**config.mk**
```make
export PLATFORM = sky130hd
export DESIGN_NAME = toml_integer_literal_parser
export DESIGN_NICKNAME = d
export VERILOG_FILES = /design/src/rtl/tilp_pkg.sv /design/src/rtl/tilp_digit.sv /design/src/rtl/tilp_accum.sv /design/src/rtl/tilp_result.sv /design/src/rtl/toml_integer_literal_parser.sv
export SDC_FILE = /design/constraint.sdc
export NUM_CORES = 1
export LEC_CHECK = 0
export BUFFER_PORTS_ARGS = -buffer_cell sky130_fd_sc_hd__buf_4
export CORE_MARGIN = 5
export CORE_UTILIZATION = 45
export CTS_CLUSTER_DIAMETER = 80
export CTS_CLUSTER_SIZE = 30
export DETAILED_ROUTE_END_ITERATION = 8
export SLEW_MARGIN = 20
export SYNTH_ARGS = -nofsm -noshare
export SYNTH_HDL_FRONTEND = slang
export SYNTH_HIERARCHICAL = 1
export SYNTH_SLANG_ARGS = --single-unit
```
**constraint.sdc**
```tcl
create_clock -name i_clk -period 7.1 [get_ports i_clk]
set_input_delay 0.71 -clock i_clk [delete_from_list [all_inputs] [get_ports i_clk]]
set_output_delay 0.71 -clock i_clk [all_outputs]
set_load 0.05 [all_outputs]
```
**src/rtl/tilp_pkg.sv**
```systemverilog
// Shared types and constants for the integer literal parser.
// Holds parse phases, base and status codes and the character classifier result.
// No dependencies.
package tilp_pkg;

    // Character codes used by the parser
    localparam logic [7:0] CH_PLUS  = 8'h2B;
    localparam logic [7:0] CH_MINUS = 8'h2D;
    localparam logic [7:0] CH_ZERO  = 8'h30;
    localparam logic [7:0] CH_NINE  = 8'h39;
    localparam logic [7:0] CH_ONE   = 8'h31;
    localparam logic [7:0] CH_SEVEN = 8'h37;
    localparam logic [7:0] CH_UNDER = 8'h5F;
    localparam logic [7:0] CH_LC_A  = 8'h61;
    localparam logic [7:0] CH_LC_F  = 8'h66;
    localparam logic [7:0] CH_UC_A  = 8'h41;
    localparam logic [7:0] CH_UC_F  = 8'h46;
    localparam logic [7:0] CH_LC_X  = 8'h78;
    localparam logic [7:0] CH_UC_X  = 8'h58;
    localparam logic [7:0] CH_LC_O  = 8'h6F;
    localparam logic [7:0] CH_UC_O  = 8'h4F;
    localparam logic [7:0] CH_LC_B  = 8'h62;
    localparam logic [7:0] CH_UC_B  = 8'h42;

    // Stream widths
    localparam int CHAR_W  = 8;
    localparam int VALUE_W = 64;
    localparam int USER_W  = 3;

    typedef enum logic [2:0] {
        PH_FIRST    = 3'd0,
        PH_SIGNED   = 3'd1,
        PH_ZERO     = 3'd2,
        PH_DEC      = 3'd3,
        PH_PREFIXED = 3'd4
    } t_phase;

    typedef enum logic [1:0] {
        BASE_DEC = 2'd0,
        BASE_HEX = 2'd1,
        BASE_OCT = 2'd2,
        BASE_BIN = 2'd3
    } t_base;

    typedef enum logic [1:0] {
        ST_OK    = 2'd0,
        ST_DIGIT = 2'd1,
        ST_RANGE = 2'd2,
        ST_OVER  = 2'd3
    } t_status;

    // Classification of one character against the current base
    typedef struct packed {
        logic       is_digit;
        logic [3:0] digit;
        logic       is_under;
        logic       is_plus;
        logic       is_minus;
        logic       is_zero;
        logic       is_prefix;
        t_base      prefix_base;
    } t_char_info;

    // Token state after its last character
    typedef struct packed {
        logic                 neg;
        t_base                base;
        t_status              err;
        logic [VALUE_W-1:0]   acc;
    } t_final;

endpackage

```
**src/rtl/tilp_digit.sv**
```systemverilog
// Character classifier: digit value and validity for a base, sign, underscore
// and prefix letters. Depends on tilp_pkg.
module tilp_digit (
    input  logic [7:0]          i_char,
    input  tilp_pkg::t_base     i_base,
    output tilp_pkg::t_char_info o_info
);
    import tilp_pkg::*;

    logic is_dec;
    logic is_lc_hex;
    logic is_uc_hex;

    // Classify the character ranges
    assign is_dec    = (i_char >= CH_ZERO) && (i_char <= CH_NINE);
    assign is_lc_hex = (i_char >= CH_LC_A) && (i_char <= CH_LC_F);
    assign is_uc_hex = (i_char >= CH_UC_A) && (i_char <= CH_UC_F);

    // Digit value and validity for the active base
    always_comb begin
        o_info = '0;
        o_info.is_under = (i_char == CH_UNDER);
        o_info.is_plus  = (i_char == CH_PLUS);
        o_info.is_minus = (i_char == CH_MINUS);
        o_info.is_zero  = (i_char == CH_ZERO);
        o_info.digit    = (is_lc_hex || is_uc_hex) ? i_char[3:0] + 4'd9 : i_char[3:0];
        case (i_base)
            BASE_HEX: o_info.is_digit = is_dec || is_lc_hex || is_uc_hex;
            BASE_OCT: o_info.is_digit = (i_char >= CH_ZERO) && (i_char <= CH_SEVEN);
            BASE_BIN: o_info.is_digit = (i_char == CH_ZERO) || (i_char == CH_ONE);
            default:  o_info.is_digit = is_dec;
        endcase
        // Prefix letter after a leading zero
        if (i_char == CH_LC_X || i_char == CH_UC_X) begin
            o_info.is_prefix   = 1'b1;
            o_info.prefix_base = BASE_HEX;
        end else if (i_char == CH_LC_O || i_char == CH_UC_O) begin
            o_info.is_prefix   = 1'b1;
            o_info.prefix_base = BASE_OCT;
        end else if (i_char == CH_LC_B || i_char == CH_UC_B) begin
            o_info.is_prefix   = 1'b1;
            o_info.prefix_base = BASE_BIN;
        end else begin
            o_info.is_prefix   = 1'b0;
            o_info.prefix_base = BASE_DEC;
        end
    end

endmodule

```
**src/rtl/tilp_accum.sv**
```systemverilog
// Token state machine and 64-bit accumulator: one character per cycle while i_proc is high.
// Depends on tilp_pkg and tilp_digit.
module tilp_accum (
    input  logic                 i_clk,
    input  logic                 i_rst_n,
    input  logic                 i_proc,
    input  logic [7:0]           i_char,
    input  logic                 i_last,
    output tilp_pkg::t_final     o_fin
);
    import tilp_pkg::*;

    t_phase             r_phase, n_phase;
    logic               r_neg, n_neg;
    t_base              r_base, n_base;
    logic [VALUE_W-1:0] r_acc, n_acc;
    t_status            r_err, n_err;

    t_char_info         info;
    logic               take;
    logic [VALUE_W+3:0] dec_sum;
    logic [VALUE_W-1:0] acc_step;
    logic               acc_ovf;

    tilp_digit u_digit (
        .i_char (i_char),
        .i_base (r_base),
        .o_info (info)
    );

    // Shift-add of one digit and overflow past 64 bits
    always_comb begin
        dec_sum = {1'b0, r_acc, 3'b000} + {3'b000, r_acc, 1'b0}
                + {{VALUE_W{1'b0}}, info.digit};
        case (r_base)
            BASE_HEX: begin
                acc_step = {r_acc[VALUE_W-5:0], info.digit};
                acc_ovf  = |r_acc[VALUE_W-1:VALUE_W-4];
            end
            BASE_OCT: begin
                acc_step = {r_acc[VALUE_W-4:0], info.digit[2:0]};
                acc_ovf  = |r_acc[VALUE_W-1:VALUE_W-3];
            end
            BASE_BIN: begin
                acc_step = {r_acc[VALUE_W-2:0], info.digit[0]};
                acc_ovf  = r_acc[VALUE_W-1];
            end
            default: begin
                acc_step = dec_sum[VALUE_W-1:0];
                acc_ovf  = |dec_sum[VALUE_W+3:VALUE_W];
            end
        endcase
    end

    // Next phase, sign and base
    always_comb begin
        n_phase = r_phase;
        n_neg   = r_neg;
        n_base  = r_base;
        take    = 1'b0;
        case (r_phase)
            PH_FIRST: begin
                if (info.is_plus || info.is_minus) begin
                    n_neg   = info.is_minus;
                    n_phase = PH_SIGNED;
                end else if (info.is_zero) begin
                    n_phase = PH_ZERO;
                end else begin
                    n_phase = PH_DEC;
                    take    = 1'b1;
                end
            end
            PH_SIGNED: begin
                if (info.is_zero) begin
                    n_phase = PH_ZERO;
                end else begin
                    n_phase = PH_DEC;
                    take    = 1'b1;
                end
            end
            PH_ZERO: begin
                if (info.is_prefix) begin
                    n_base  = info.prefix_base;
                    n_phase = PH_PREFIXED;
                end else begin
                    n_phase = PH_DEC;
                    take    = 1'b1;
                end
            end
            default: take = 1'b1;
        endcase
    end

    // Digit intake: invalid digit wins, overflow latches, then value frozen
    always_comb begin
        n_acc = r_acc;
        n_err = r_err;
        if (take && !info.is_under) begin
            if (!info.is_digit) begin
                n_err = ST_DIGIT;
            end else if (r_err == ST_OK) begin
                if (acc_ovf) begin
                    n_err = ST_OVER;
                end else begin
                    n_acc = acc_step;
                end
            end
        end
    end

    assign o_fin = '{neg: n_neg, base: n_base, err: n_err, acc: n_acc};

    // Advance on each request; return to the start after the last character
    always_ff @(posedge i_clk) begin
        if (!i_rst_n) begin
            r_phase <= PH_FIRST;
            r_neg   <= 1'b0;
            r_base  <= BASE_DEC;
            r_acc   <= '0;
            r_err   <= ST_OK;
        end else if (i_proc) begin
            if (i_last) begin
                r_phase <= PH_FIRST;
                r_neg   <= 1'b0;
                r_base  <= BASE_DEC;
                r_acc   <= '0;
                r_err   <= ST_OK;
            end else begin
                r_phase <= n_phase;
                r_neg   <= n_neg;
                r_base  <= n_base;
                r_acc   <= n_acc;
                r_err   <= n_err;
            end
        end
    end

    a_restart: assert property (@(posedge i_clk) disable iff (!i_rst_n)
        (i_proc && i_last) |=> (r_phase == PH_FIRST && r_acc == '0 && !r_neg))
        else $error("token state not cleared after last character");

    a_first_clean: assert property (@(posedge i_clk) disable iff (!i_rst_n)
        (r_phase == PH_FIRST) |-> (r_acc == '0 && r_err == ST_OK && r_base == BASE_DEC))
        else $error("start phase with leftover token state");

    a_err_sticky: assert property (@(posedge i_clk) disable iff (!i_rst_n)
        (i_proc && !i_last && r_err != ST_OK) |=> (r_err != ST_OK))
        else $error("latched error lost within a token");

endmodule

```
**src/rtl/tilp_result.sv**
```systemverilog
// Final-state register, result formatting (sign, kind, status) and output register.
// Depends on tilp_pkg.
module tilp_result (
    input  logic                        i_clk,
    input  logic                        i_rst_n,
    input  logic                        i_load,
    input  tilp_pkg::t_final            i_fin,
    output logic                        o_fin_free,
    output logic                        o_m_tvalid,
    input  logic                        i_m_tready,
    output logic [tilp_pkg::VALUE_W-1:0] o_m_tdata,
    output logic [tilp_pkg::USER_W-1:0]  o_m_tuser
);
    import tilp_pkg::*;

    t_final             r_fin;
    logic               r_fin_valid;
    logic               r_out_valid;
    logic [VALUE_W-1:0] r_out_value;
    logic               r_out_uns;
    t_status            r_out_status;

    logic               out_free;
    logic [VALUE_W-1:0] n_value;
    logic               n_uns;
    t_status            n_status;

    assign out_free   = !r_out_valid || i_m_tready;
    assign o_fin_free = !r_fin_valid || out_free;

    // Format value, kind and status from the final token state
    always_comb begin
        n_value  = '0;
        n_uns    = 1'b0;
        n_status = ST_OK;
        if (r_fin.err != ST_OK) begin
            n_status = r_fin.err;
        end else if (r_fin.neg) begin
            if (r_fin.acc[VALUE_W-1] && (|r_fin.acc[VALUE_W-2:0])) begin
                n_status = ST_RANGE;
            end else begin
                n_value = '0 - r_fin.acc;
            end
        end else begin
            n_value = r_fin.acc;
            n_uns   = (r_fin.base == BASE_HEX) || r_fin.acc[VALUE_W-1];
        end
    end

    // Hold the final state until the output stage frees
    always_ff @(posedge i_clk) begin
        if (!i_rst_n) begin
            r_fin_valid <= 1'b0;
        end else if (i_load) begin
            r_fin_valid <= 1'b1;
        end else if (out_free) begin
            r_fin_valid <= 1'b0;
        end
    end

    always_ff @(posedge i_clk) begin
        if (i_load) begin
            r_fin <= i_fin;
        end
    end

    // Output register: advance when empty or taken
    always_ff @(posedge i_clk) begin
        if (!i_rst_n) begin
            r_out_valid <= 1'b0;
        end else if (out_free) begin
            r_out_valid <= r_fin_valid;
        end
    end

    always_ff @(posedge i_clk) begin
        if (out_free) begin
            r_out_value  <= n_value;
            r_out_uns    <= n_uns;
            r_out_status <= n_status;
        end
    end

    assign o_m_tvalid = r_out_valid;
    assign o_m_tdata  = r_out_value;
    assign o_m_tuser  = {r_out_status, r_out_uns};

    a_err_zero: assert property (@(posedge i_clk) disable iff (!i_rst_n)
        (r_out_valid && r_out_status != ST_OK) |-> (r_out_value == '0 && !r_out_uns))
        else $error("error result carries a value");

    a_fin_hold: assert property (@(posedge i_clk) disable iff (!i_rst_n)
        (r_fin_valid && !out_free) |=> (r_fin_valid && $stable(r_fin)))
        else $error("pending final state lost under stall");

    a_neg_signed: assert property (@(posedge i_clk) disable iff (!i_rst_n)
        (r_fin_valid && out_free && r_fin.neg) |=> !r_out_uns)
        else $error("negative result marked unsigned");

endmodule

```
**src/rtl/toml_integer_literal_parser.sv**
```systemverilog
// Top level of the integer literal parser: input register, token accumulator
// and result stage. Depends on tilp_pkg, tilp_accum and tilp_result.
//
// Usage:
//   The slave channel carries one character of an integer token per request:
//   s_axis_tdata is the byte, s_axis_tlast marks the token's final character.
//   Leading '+'/'-', a 0x/0o/0b prefix in either case and '_' separators are
//   handled; anything else not valid for the base flags an invalid digit.
//   The master channel gives one result per token: m_axis_tdata is the 64-bit
//   value (two's complement when signed), m_axis_tuser holds is_unsigned and
//   the status (ok, invalid digit, negative out of range, overflow).
//   Throughput: one character per cycle, as the accumulator's shift-add is
//   combinational; a last character may wait for the final-state register.
//   After the edge that accepts the last character, the result is registered
//   in the final-state register and then in the output register.
//   Reset clears the token state and empties every stage.
//   When the receiver stalls, the result and one more finished token are
//   held; characters that are not last keep flowing, and a last character
//   waits in the input register until the final-state register frees.
module toml_integer_literal_parser (
    input  logic                         i_clk,
    input  logic                         i_rst_n,
    input  logic                         s_axis_tvalid,
    output logic                         s_axis_tready,
    input  logic [tilp_pkg::CHAR_W-1:0]  s_axis_tdata,  // [7:0] char_code
    input  logic                         s_axis_tlast,  // last_char
    output logic                         m_axis_tvalid,
    input  logic                         m_axis_tready,
    output logic [tilp_pkg::VALUE_W-1:0] m_axis_tdata,  // [63:0] value_bits
    output logic [tilp_pkg::USER_W-1:0]  m_axis_tuser   // [0] is_unsigned, [2:1] status
);
    import tilp_pkg::*;

    logic              r_in_valid;
    logic [CHAR_W-1:0] r_in_char;
    logic              r_in_last;

    logic              proc;
    logic              fin_free;
    t_final            fin;

    // Process the held character; a last one needs room in the result stage
    assign proc          = r_in_valid && (!r_in_last || fin_free);
    assign s_axis_tready = !r_in_valid || proc;

    always_ff @(posedge i_clk) begin
        if (!i_rst_n) begin
            r_in_valid <= 1'b0;
        end else if (s_axis_tvalid && s_axis_tready) begin
            r_in_valid <= 1'b1;
        end else if (proc) begin
            r_in_valid <= 1'b0;
        end
    end

    always_ff @(posedge i_clk) begin
        if (s_axis_tvalid && s_axis_tready) begin
            r_in_char <= s_axis_tdata;
            r_in_last <= s_axis_tlast;
        end
    end

    tilp_accum u_accum (
        .i_clk   (i_clk),
        .i_rst_n (i_rst_n),
        .i_proc  (proc),
        .i_char  (r_in_char),
        .i_last  (r_in_last),
        .o_fin   (fin)
    );

    tilp_result u_result (
        .i_clk      (i_clk),
        .i_rst_n    (i_rst_n),
        .i_load     (proc && r_in_last),
        .i_fin      (fin),
        .o_fin_free (fin_free),
        .o_m_tvalid (m_axis_tvalid),
        .i_m_tready (m_axis_tready),
        .o_m_tdata  (m_axis_tdata),
        .o_m_tuser  (m_axis_tuser)
    );

endmodule

```
# Word level (Yosys, flattened, before mapping)
# Cells that the tools add are included.
[totals]
input_bits = 13
word_cells = 125
out_inout_bits = 69
regBits = 220
[op_classes]
magnitude_cmp = 7
muxes = 41
eq_ne = 17
n_addsub = 4
n_reduce_logical = 39
[ops]
columns = ["cell", "count"]
rows = [
  ["$mux 64", 7],
  ["$pmux 64 s3", 1],
  ["$add 67x65->68", 1],
  ["$add 68x4->68", 1],
  ["$sub 1x64->64 const A", 1],
  ["$reduce_or 63->1", 1],
  ["$eq 8x7->1 const B", 7],
  ["$eq 8x6->1 const B", 4],
  ["$mux 2", 11],
  ["$mux 3", 6],
  ["$ge 8x7->1 const B", 2],
  ["$le 8x6->1 const B", 2],
  ["$le 8x7->1 const B", 2],
  ["$logic_or 1x1->1", 13],
  ["$mux 1", 11],
  ["$logic_and 1x1->1", 9],
  ["$pmux 1 s3", 3],
  ["$pmux 3 s3", 1],
  ["$ge 8x6->1 const B", 1],
  ["$reduce_or 4->1", 2],
  ["$reduce_bool 2->1", 3],
  ["$logic_not 1->1", 5],
  ["$add 4x4->4 const B", 1],
  ["$eq 2x1->1 const B", 2],
  ["10 further kinds", 11],
]

# Logic depth before layout (Yosys ltp)
# Gate-level depths: netlist of run 1.
[logic_depth]
ltp_word = 12
ltp_mapped = 23
mapped_depth_nobuf = 21

# Modules after synthesis
# Netlist of run 1, hierarchy kept.
[modules_own_cells]
columns = ["module", "area_each_um2", "instances", "cells_per_inst", "seq_area_each_um2"]
rows = [
  ["tilp_accum", 9550.4, 1, 1251, 1441.4],
  ["tilp_result", 6283.5, 1, 491, 4124.0],
  ["toml_integer_literal_parser", 352.8, 1, 17, 290.3],
  ["tilp_digit", 350.3, 1, 50, 0.0],
]

# Least setup slack after synthesis of run 1
# OpenSTA, ideal clock, no wires.
[synth_timing]
path_type = "register to register"
from = "reg r_in_char[0]"
to = "reg u_result/r_fin[44] in the netlist's numbering, data pin"
synth_period_minus_slack_ns = 5.191
arrival_ns = 4.932
path_buffers = 1
setup_time_ns = 0.260
slack_ns = 1.909
required_ns = 6.840
path_stages_with_launch = 23
path_cell_list = "edfxtp_1 inv_1 ha_1 or2b_1 a21oi_2 or4_4 mux2_4 ha_1 ha_1 inv_1 fa_1 nand2b_1 a21oi_1 o2111ai_1 and4_1 o21ai_1 a21bo_1 o41a_1 a2111oi_4 o21ai_2 buf_2 clkinv_1 mux2_2"
[synth_rtl]
columns = ["element", "line_no", "text"]
rows = [
  ["start: declaration", "toml_integer_literal_parser.sv:35", "logic [CHAR_W-1:0] r_in_char;"],
  ["start signal: assignment", "toml_integer_literal_parser.sv:58", "r_in_char <= s_axis_tdata;"],
  ["end signal: assignment", "tilp_result.sv:63", "r_fin <= i_fin;"],
  ["end: declaration", "tilp_result.sv:16", "t_final r_fin;"],
]

==> reports/results.ini, run 1 <==
[global_routing]
antenna_found_initial=0
grt_use_met3_pct=1.85
grt_pass1_vias=12600
use_met2_pct=31.5
grt.busiest_layer=met1
grtUsageMet1_pct=32.9
grt_max_degree=76
grt_pass1_wl_um=70900
grt_overflow_total=0
grt.total_usage_pct=20.9

[power]
p_sw_uw=511
p_clk_share_pct=31.7
p_int_mw=1.73
p_per_area_nw_per_um2=127
comb_power_share_pct=6.1
p_seq_share_pct=62.2
vdd_drop_max_mv=0.122
p_leak_nw=6.92
switching_share_pct=22.8

[die]
num_rows=70
die_w_um=202
fp.dieArea_sq_um=40700
start_util_pct=45.4
pin_count=82
die_h_um=202
core_sq_um=36400

[yosys]
ys_warn_count=6
synth-seq-cells=220
synth_edf_count=145
synth_fp_nets=1956
synth_top_flop_cell=edfxtp_1
netlist-cell-type-count=100
syn_area_sq_um=16500
synth_seq_area_share_pct=35.4
syn_inst=1809
synth-async-reset-ratio_pct=0
synth.avg_cell_area_sq_um=9.14

[job]
drv_cap=0

[sta]
hold_viol_final=0
rsz0062_at_grt=false
worst_slack_ps=580
fmax_ghz=0.153
finClkSkew_ps=14.4
layout_worst_path_cycle_share_pct=91.8
fin_setup_tns_ps=0
fin_crit_ps=6520
max_slew_margin_pct=36.9
worst-slew-pin-transition_ps=938
finalSetupViolCount=0
slew_viol_final=0

[clock_tree]
hold_buffers=0
cts_resized=0
cts_setup_buffers=0
clock-root-buffer=clkbuf_16
clk_pin_slew_ps=110
clockBufferDepth=3
cts-buffers-inserted=11
cts_tree=yes
clock_latency_ps=470
cts-htree-levels=1
clock_sinks=220

[final_layout]
n_fill_cell=3486
fin_util_pct=48.7
layout-drive-gt1-share_pct=12.2
area_growth_pct=7.23
finalNetCount=1966
antennaDiodeCount=0

[routing]
vias_per_cell=5.99
drt-total-wl_um=44100
drcViolationCount=0
antenna_left=0
dr.pass1.iters=5
first_iter_violations=1054
routed-via-count=13700
wl_per_cell_um=19.2

[min_path]
min_from=s_axis_tdata[7]
min_path_type=input port to register

[run_status]
status=finished clean

[placed_design]
place_congestion=0.931
port_buffers=81
dp_hpwl_um=34400
dpl_worst_slack_ps=630

[worst_setup_path]
crit_path_start_kind=register
crit-reg2reg-launch=r_in_char[0]
worst_setup_path_end_kind=register
worstPathRequired_ps=7490
arrival_ps=6910
crit_start=r_in_char[0]
critPathMaxFanout=38
critical_path_class=register to register

metal layers:
layer / routed length (um) / vias up
met5: 0 / -
met4: 708 / 0
met2: 19000 / 433
met3: 2410 / 37
met1: 22000 / 6461
li1: - / 6796
state kept, by name, summed over array words and instances, names as in the netlist:
| name | cells |
|---|---|
| u_result/r_fin | 69 |
| u_accum/r_acc | 64 |
| u_result/o_m_tdata | 64 |
| r_in_char | 8 |
| u_accum/r_phase | 3 |
| u_accum/r_base | 2 |
| u_accum/r_err | 2 |
| u_result/r_out_status | 2 |
| r_in_last | 1 |
| r_in_valid | 1 |
| u_accum/r_neg | 1 |
| u_result/o_m_tvalid | 1 |
| u_result/r_fin_valid | 1 |
| u_result/r_out_uns | 1 |
kinds of logic after synthesis:
kind of cell	count (synthesis)	synth area share [%]
adder cells (fa/ha/maj)	134	10.2
XOR/XNOR	100	5.30
AND/OR/NAND/NOR	598	17.5
buffers and inverters	146	3.86
multiplexers	81	6.89
AO/OA/AOI/OAI	530	20.8
flip-flops	220	35.4
cell type report:
class	instances	area, sq um	share of cell area [%]
multi-input combinational	1443	10100	56.7
clock inverter	3	20.0	0.113
clock buffer	14	308	1.74
tap	468	586	3.30
timing repair buffer	92	703	3.97
sequential	220	5860	33.1
inverter	51	191	1.08
worst max-delay path, stage by stage (launching register included):
cell and delay [ps]:
edfxtp_1 500, inv_1 130, ha_1 240, or2b_2 170, nor2_1 40, o31ai_1 510, inv_1 130, fa_1 500
fa_1 480, nand2b_1 180, a21oi_1 260, o31ai_1 170, o21ai_1 470, a32o_1 310, o211a_1 190, o211ai_1 150
a2111oi_4 650, o21ai_4 320, or3_1 440, buf_4 300, o21ai_0 250
stage by stage:
stage / std cells / power (mW) / cell area [sq um] / hold WS (ps)
2_1_floorplan: 1809 / 1.52 / 16500 / 453
6_report: 2291 / 2.24 / 17700 / 411
5_1_grt: 2291 / 2.33 / 17700 / 390
3_5_place_dp: 2274 / 1.56 / 17400 / 479
3_3_place_gp: 2274 / 1.56 / 17400 / 469
4_1_cts: 2291 / 2.27 / 17700 / 398
power by group through the flow:
stage          registers (mW)  clock network [mW]  logic (mW)
6_report                 1.40               0.711       0.137
5_1_grt                  1.40               0.783       0.147
4_1_cts                  1.40               0.732       0.137
3_5_place_dp             1.43                   0       0.137
3_3_place_gp             1.43                   0       0.135
2_1_floorplan            1.44                   0      0.0738
layout by cell type, fill, tap and decap left out, types with 18 or more instances in the layout:
master,instances
o21ai_2,20
mux2_2,29
edfxtp_1,145
nor3_1,37
a21o_1,26
o21ai_0,163
xnor2_1,41
buf_4,91
nor2_1,123
o21ai_1,18
xor2_1,59
a21oi_1,109
nand3_1,38
a22o_1,28
nand2_1,243
inv_1,48
mux4_2,23
a31oi_1,18
nand4_1,26
mux2i_1,28
ha_1,132
o21bai_1,18
dfxtp_1,73
o31ai_1,19
cells in the mapped netlist, types with 38 or more instances:
| library cell | number | area, sq um |
|---|---|---|
| o21ai_0 | 163 | 816 |
| edfxtp_1 | 145 | 4350 |
| nor2_1 | 123 | 462 |
| nand2_1 | 243 | 912 |
| xor2_1 | 59 | 517 |
| clkbuf_1 | 67 | 251 |
| dfxtp_1 | 75 | 1500 |
| inv_1 | 49 | 184 |
| xnor2_1 | 41 | 359 |
| ha_1 | 132 | 1650 |
| a21oi_1 | 109 | 546 |
| nand3_1 | 38 | 190 |
worst paths after layout:
| check | endpoint | slack, ps | depth (start not counted) |
|---|---|---|---|
| min reg2reg | u_accum/r_err[1] | 500 | 2 |
| max reg2reg | u_accum/r_acc[23] | 580 | 20 |
| min | r_in_char[7] | 410 | 1 |
| max | u_accum/r_acc[23] | 580 | 20 |
(Power assumes the default switching activity.)
==> inputs of run 2 (changes only) <==
--- a/config.mk
+++ b/config.mk
@@ -8,8 +8,8 @@
 export BUFFER_PORTS_ARGS = -buffer_cell sky130_fd_sc_hd__buf_4
 export CORE_MARGIN = 5
-export CORE_UTILIZATION = 45
+export CORE_UTILIZATION = 50
 export CTS_CLUSTER_DIAMETER = 80
-export CTS_CLUSTER_SIZE = 30
 export DETAILED_ROUTE_END_ITERATION = 8
+export PLACE_DENSITY = 0.67
 export SLEW_MARGIN = 20
 export SYNTH_ARGS = -nofsm -noshare
==> constraint.sdc (replaced) <==
create_clock -name i_clk -period 7.1 [get_ports i_clk]
set_input_delay 0.71 -clock i_clk [delete_from_list [all_inputs] [get_ports i_clk]]
set_output_delay 0.71 -clock i_clk [all_outputs]
set_load 0.02 [all_outputs]
==> run 2 against run 1 <==
Register-to-register slack better by 320 ps; worst setup slack improved by 320 ps; clock power grew 58%; hold slack worse by 27 ps; core utilization rose by 6.7 points; sequential share of layout area shrank 0.61 points; wire length is 1.1% lower; combinational power down 14%; first-iteration DRC count grew 27%; non-clock buffer count rose by 2; sequential cell count unchanged; total power grew 18%.
==> reports/results.ini, run 2 (synthesis gave the netlist of run 1 again) <==
[run_status]
status=finished clean

[worst_setup_path]
worstPathRequired_ps=7510  ; +20 ps
cpMostUsedCell=ha_1
critical_path_class=register to register
crit_start=r_in_char[0]
crit_path_start_kind=register
r2r_cells=22  ; +10%
path_cells=inv_1 > ha_1 > or2b_1 > a21oi_2 > or4_4 > mux2_4 > ha_1 > ha_1 > inv_1 > fa_1 > nand2b_1 > a21oi_1 > o2111ai_1 > and4_1 > o21ai_1 > a21bo_1 > o41a_1 > a2111oi_4 > o21ai_4 > or3_1 > buf_4 > o21ai_0
rrSetupSlack_ps=900  ; +320 ps
worst_setup_path_end_kind=register
cp-endpoint=u_accum/r_acc[30]
arrival_ps=6620  ; -290 ps
critPathMaxFanout=38  ; unchanged
cpPeakStageDelay_ps=630  ; -20 ps
rr_endpoint=u_accum/r_acc[30]
cp_slowest_cell=a2111oi_4
crit-reg2reg-launch=r_in_char[0]

[die]
fp.dieArea_sq_um=36800  ; -9.5%
start_util_pct=50.7  ; +5.3 points
core_sq_um=32600  ; -10%
die_w_um=192  ; -4.9%
die_h_um=192  ; -4.9%
pin_count=82  ; unchanged
num_rows=66  ; -5.7%

[clock_tree]
hold_buffers=0  ; unchanged
cts_tree=yes
cts_setup_buffers=0  ; unchanged
clock-root-buffer=clkbuf_16
cts-htree-levels=1  ; unchanged
clock_latency_ps=500  ; +30 ps
cts-buffers-inserted=21  ; +10
clockBufferDepth=3  ; unchanged
cts_resized=0  ; unchanged
clk_pin_slew_ps=60  ; -50 ps
clock_sinks=220  ; unchanged

[placed_design]
port_buffers=81  ; unchanged
place_congestion=0.905  ; -2.8%
dpl_cell_area_sq_um=17400  ; -0.17%
dp_hpwl_um=33300  ; -2.9%

[power]
p_total_mw=2.64  ; +18%
p_per_area_nw_per_um2=146  ; +15%
p_leak_nw=7.10  ; +2.5%
vdd_drop_max_mv=0.144  ; +17%

[sta]
max_slew_margin_pct=29.2  ; -7.7 points
fin_setup_tns_ps=0  ; unchanged
finalHoldWorstSlack_ps=384  ; -27.2 ps
slew_viol_final=0  ; unchanged
finClkSkew_ps=12.4  ; -2.03 ps
hold_viol_final=0  ; unchanged
worst-slew-pin-transition_ps=1060  ; +124 ps
fin_crit_ps=6200  ; -316 ps
layout_worst_path_cycle_share_pct=87.4  ; -4.5 points
fmax_ghz=0.161  ; +5.1%
rsz0062_at_grt=false
finalSetupViolCount=0  ; unchanged

[job]
drv_cap=0  ; unchanged

[global_routing]
grt_overflow_total=0  ; unchanged
grt_pass1_wl_um=69900  ; -1.4%
grt.total_usage_pct=23.2  ; +2.2 points
grt_pass1_vias=12800  ; +1.4%
grt_max_degree=94  ; +24%
antenna_found_initial=0  ; unchanged

[routing]
vias_per_cell=6.08  ; +1.4%
drt-total-wl_um=43600  ; -1.1%
first_iter_violations=1335  ; +27%
routed-via-count=13900  ; +1.3%
drcViolationCount=0  ; unchanged
dr.pass1.iters=5  ; unchanged
antenna_left=0  ; unchanged
wl_per_cell_um=19.1  ; -0.97%

[final_layout]
antennaDiodeCount=0  ; unchanged
layout-drive-gt1-share_pct=13.1  ; +0.88 points
final_common_cell=nand2_1
area_growth_pct=9.25
fin_area_sq_um=18100  ; +1.9%
finalNetCount=1978  ; +0.61%
top_register=u_result/r_fin
largest_reg_flops=69  ; unchanged
final_cell_mix=nand2_1, o21ai_0, edfxtp_1

[min_path]
min_from=s_axis_tdata[3]
min_path_type=input port to register

==> run 2: worst min-delay path by stage <==
stage                             to  slack [ps]  cells past startpoint
floorplan           u_accum/r_err[1]         450                      2
global placement    u_accum/r_err[1]         470                      2
detailed placement  u_accum/r_err[1]         480                      2
CTS                     r_in_char[3]         370                      1
global route               r_in_last         370                      1
finish                  r_in_char[3]         380                      1
==> run 2: area by class of cell <==
| class | instances | area (sq um) |
|---|---|---|
| fillers | 2859 | 14600 |
| multi-input cells | 1443 | 10100 |
| flip-flops and latches | 220 | 5860 |
| repair buffers | 94 | 706 |
| well taps | 442 | 553 |
| clock buffers | 25 | 541 |
| inverters | 51 | 191 |
| clock inverters | 13 | 150 |
==> run 2: report_power, final <==
part | internal [mW] | switching [mW]
clock | 0.657 | 0.463
combinational | 0.0419 | 0.0763
sequential | 1.38 | 0.0220
total | 2.08 | 0.562
==> run 2: per-layer routing <==
metal | global-route usage (%) | vias to the layer above | wire, um
met4 | 4.25 | 0 | 724
met5 | 0 | - | 0
met2 | 35.8 | 458 | 19200
met3 | 2.25 | 48 | 2790
met1 | 35.6 | 6566 | 20900
li1 | - | 6835 | -
==> run 2: stage by stage <==
step / setup slack [ps] / utilization [%] / cells
6_report: 896 / 55.4 / 2288
2_1_floorplan: 1910 / - / 1809
4_1_cts: 921 / 55.4 / 2288
5_1_grt: 547 / 55.4 / 2288
3_3_place_gp: 1140 / 53.3 / 2250
3_5_place_dp: 967 / 53.3 / 2250
==> run 2: critical path: cells and delay by family, from the launching register on <==
family | cells | cell delay (ps)
muxes | 1 | 340
buffers and inverters | 3 | 520
DFF | 1 | 500
AOI/OAI and AO/OA | 9 | 2410
and+or+nand+nor | 5 | 1530
adders and majority gates | 4 | 780
==> inputs of run 3 (changes only) <==
- ABC_AREA: not set -> 1
- CORE_MARGIN: 5 -> 8
==> run 3 against run 2 <==
Wire length increased by 49%; synthesized area rose by 19%; final cell count is 50% higher; combinational power grew 84%; clock power up 4%; critical path type unchanged.
==> reports/results.ini, run 3 <==
[run_status]
status=finished clean

[worst_setup_path]
cp_top_family=simple AND/OR/NAND/NOR gates
cp.depth=27  ; +23%
crit-reg2reg-launch=r_in_char[0]
path_buf_inv=3  ; unchanged
cp_slowest_cell=nand2_4
worstPathRequired_ps=7380  ; -130 ps
critical_path_class=register to register
arrival_ps=5770  ; -850 ps
crit_path_start_kind=register
cpMostUsedCell=nand2_1
worst_setup_path_end_kind=register
cpPeakStageDelay_ps=680  ; +50 ps
critPathMaxFanout=63  ; +66%
crit_start=r_in_char[0]
r2r_cells=27  ; +23%

[final_layout]
final_cell_mix=nand2_1, nor2_1, inv_1
n_fill_cell=3884  ; +36%
fin_util_pct=54.7  ; -0.71 points
multi_input_area_sq_um=12000  ; +19%
fin_area_sq_um=21200  ; +17%
layout-drive-gt1-share_pct=13.4  ; +0.26 points
finalNonFillerCells=3427  ; +50%
area_growth_pct=7.93
final_common_cell=nand2_1
largest_reg_flops=69  ; unchanged
ff_latch_area_sq_um=5860  ; -0.13%
finalNetCount=3040  ; +54%
top_register=u_result/r_fin
antennaDiodeCount=0  ; unchanged

[yosys]
synth_seq_area_share_pct=29.8  ; -5.6 points
ys_warn_count=6  ; unchanged
synth.avg_cell_area_sq_um=6.85  ; -25%
synth-async-reset-ratio_pct=0  ; unchanged
netlist.area_leader.share_pct=22.2  ; -4.1 points
syn_inst=2864  ; +58%
synth_edf_count=145  ; unchanged
syn_area_sq_um=19600  ; +19%
synth-seq-cells=220  ; unchanged
netlist-cell-type-count=52  ; -48%
synth_top_flop_cell=edfxtp_1
synth_top_area_cell=edfxtp_1
synth_fp_nets=3011  ; +54%
ys_top_cells_by_area=edfxtp_1, nand2_1, ha_1
synth_most_common_cell=nand2_1
synthTopCellsByCount=nand2_1, nor2_1, inv_1

[routing]
wl_per_cell_um=19.0  ; -0.39%
routed-via-count=19100  ; +37%
dr.pass1.iters=5  ; unchanged
antenna_left=0  ; unchanged
vias_per_cell=5.56  ; -8.5%
drt-total-wl_um=65100  ; +49%
first_iter_violations=1478  ; +11%
drcViolationCount=0  ; unchanged

[clock_tree]
hold_buffers=0  ; unchanged
cts_tree=yes
clk_pin_slew_ps=70  ; about the same
cts-buffers-inserted=22  ; +4.8%
cts_resized=0  ; unchanged
clock-root-buffer=clkbuf_16
cts-htree-levels=1  ; unchanged
cts_setup_buffers=0  ; unchanged
clock_sinks=220  ; unchanged
clock_latency_ps=530  ; +30 ps
clockBufferDepth=3  ; unchanged

[sta]
rsz0062_at_grt=false
max_slew_margin_pct=22.1  ; -7.1 points
finalHoldWorstSlack_ps=362  ; -22.4 ps
layout_worst_path_cycle_share_pct=77.3  ; -10 points
fin_crit_ps=5490  ; -719 ps
fin_setup_tns_ps=0  ; unchanged
hold_viol_final=0  ; unchanged
worst-slew-pin-transition_ps=1170  ; +104 ps
fmax_ghz=0.182  ; +13%
finClkSkew_ps=16.1  ; +3.67 ps
finalSetupViolCount=0  ; unchanged
slew_viol_final=0  ; unchanged

[placed_design]
dpl_cell_area_sq_um=20500  ; +18%
post-place-cells=3387  ; +51%
place_congestion=1.03  ; +13%
port_buffers=81  ; unchanged
dp_hpwl_um=51900  ; +56%

[power]
p_leak_nw=9.65  ; +36%
comb_power_share_pct=7.7  ; +3.2 points
p_clk_share_pct=41.7  ; -0.8 points
p_sw_uw=682  ; +21%
p_seq_share_pct=50.6  ; -2.4 points
p_int_mw=2.13  ; +2.4%
vdd_drop_max_mv=0.123  ; -14%
p_per_area_nw_per_um2=133  ; -9.2%
switching_share_pct=24.3  ; +3.0 points

[die]
core_sq_um=38700  ; +19%
die_w_um=214  ; +12%
fp.dieArea_sq_um=45800  ; +25%
die_h_um=214  ; +12%
pin_count=82  ; unchanged
start_util_pct=50.7  ; about the same
num_rows=72  ; +9.1%

[job]
drv_cap=0  ; unchanged

[global_routing]
grt_pass1_vias=18100  ; +41%
grt_pass1_wl_um=102000  ; +46%
antenna_found_initial=0  ; unchanged
grt.total_usage_pct=27.5  ; +4.3 points
grt_overflow_total=0  ; unchanged
grt_max_degree=72  ; -23%

[min_path]
min_path_type=input port to register
min_from=s_axis_tdata[4]
holdPathStages=1  ; unchanged

run 3: cell count changes in the layout (fill, tap and decap cells not counted), moves of 29 or more:
cell	delta
a21oi_1	+41
a21oi_2	+45
nand3_1	+130
nor2_1	+204
mux2_2	-29
inv_1	+254
nor2_2	+36
nand2_2	+79
o21ai_0	-59
nand2_1	+619
run 3: per-layer routing:
metal	vias up	part of all wire [%]	track usage (%)
met4	0	3.0	8.57
met2	731	45	44.1
met3	91	7.5	3.22
met5	-	0	0
met1	8813	44	38.3
li1	9425	-	-
run 3: cells by family after synthesis:
logic type,after synthesis,share of synthesized area (%)
xor+xnor,61,2.72
flops,220,29.8
buf+inv,416,9.00
fa+ha+maj,134,8.62
simple gates,1633,37.5
compound gates,400,12.3
run 3: layout make-up:
type	instances	area share, %
Timing Repair Buffer	95	3.37
Multi-Input combinational cell	2228	56.8
Inverter	326	5.78
Clock inverter	15	0.620
Tap cell	518	3.06
Sequential cell	220	27.6
Clock buffer	25	2.75
run 3: power by group through the flow:
stage,combinational [mW],clock [mW],sequential (mW)
6_report,0.217,1.17,1.42
5_1_grt,0.237,1.24,1.42
4_1_cts,0.217,1.19,1.42
3_5_place_dp,0.217,0,1.45
2_1_floorplan,0.125,0,1.46
3_3_place_gp,0.216,0,1.45
run 3: worst paths after layout:
kind                        to  slack [ps]
max          u_result/r_fin[5]        1610
min               r_in_char[4]         360
min reg2reg      u_accum/r_neg         470
max reg2reg  u_result/r_fin[5]        1610
run 3: metrics by stage:
step | setup slack (ps) | power [mW]
2_1_floorplan | 3180 | 1.59
3_3_place_gp | 1800 | 1.66
3_5_place_dp | 1690 | 1.66
4_1_cts | 1660 | 2.83
5_1_grt | 1210 | 2.90
6_report | 1610 | 2.81
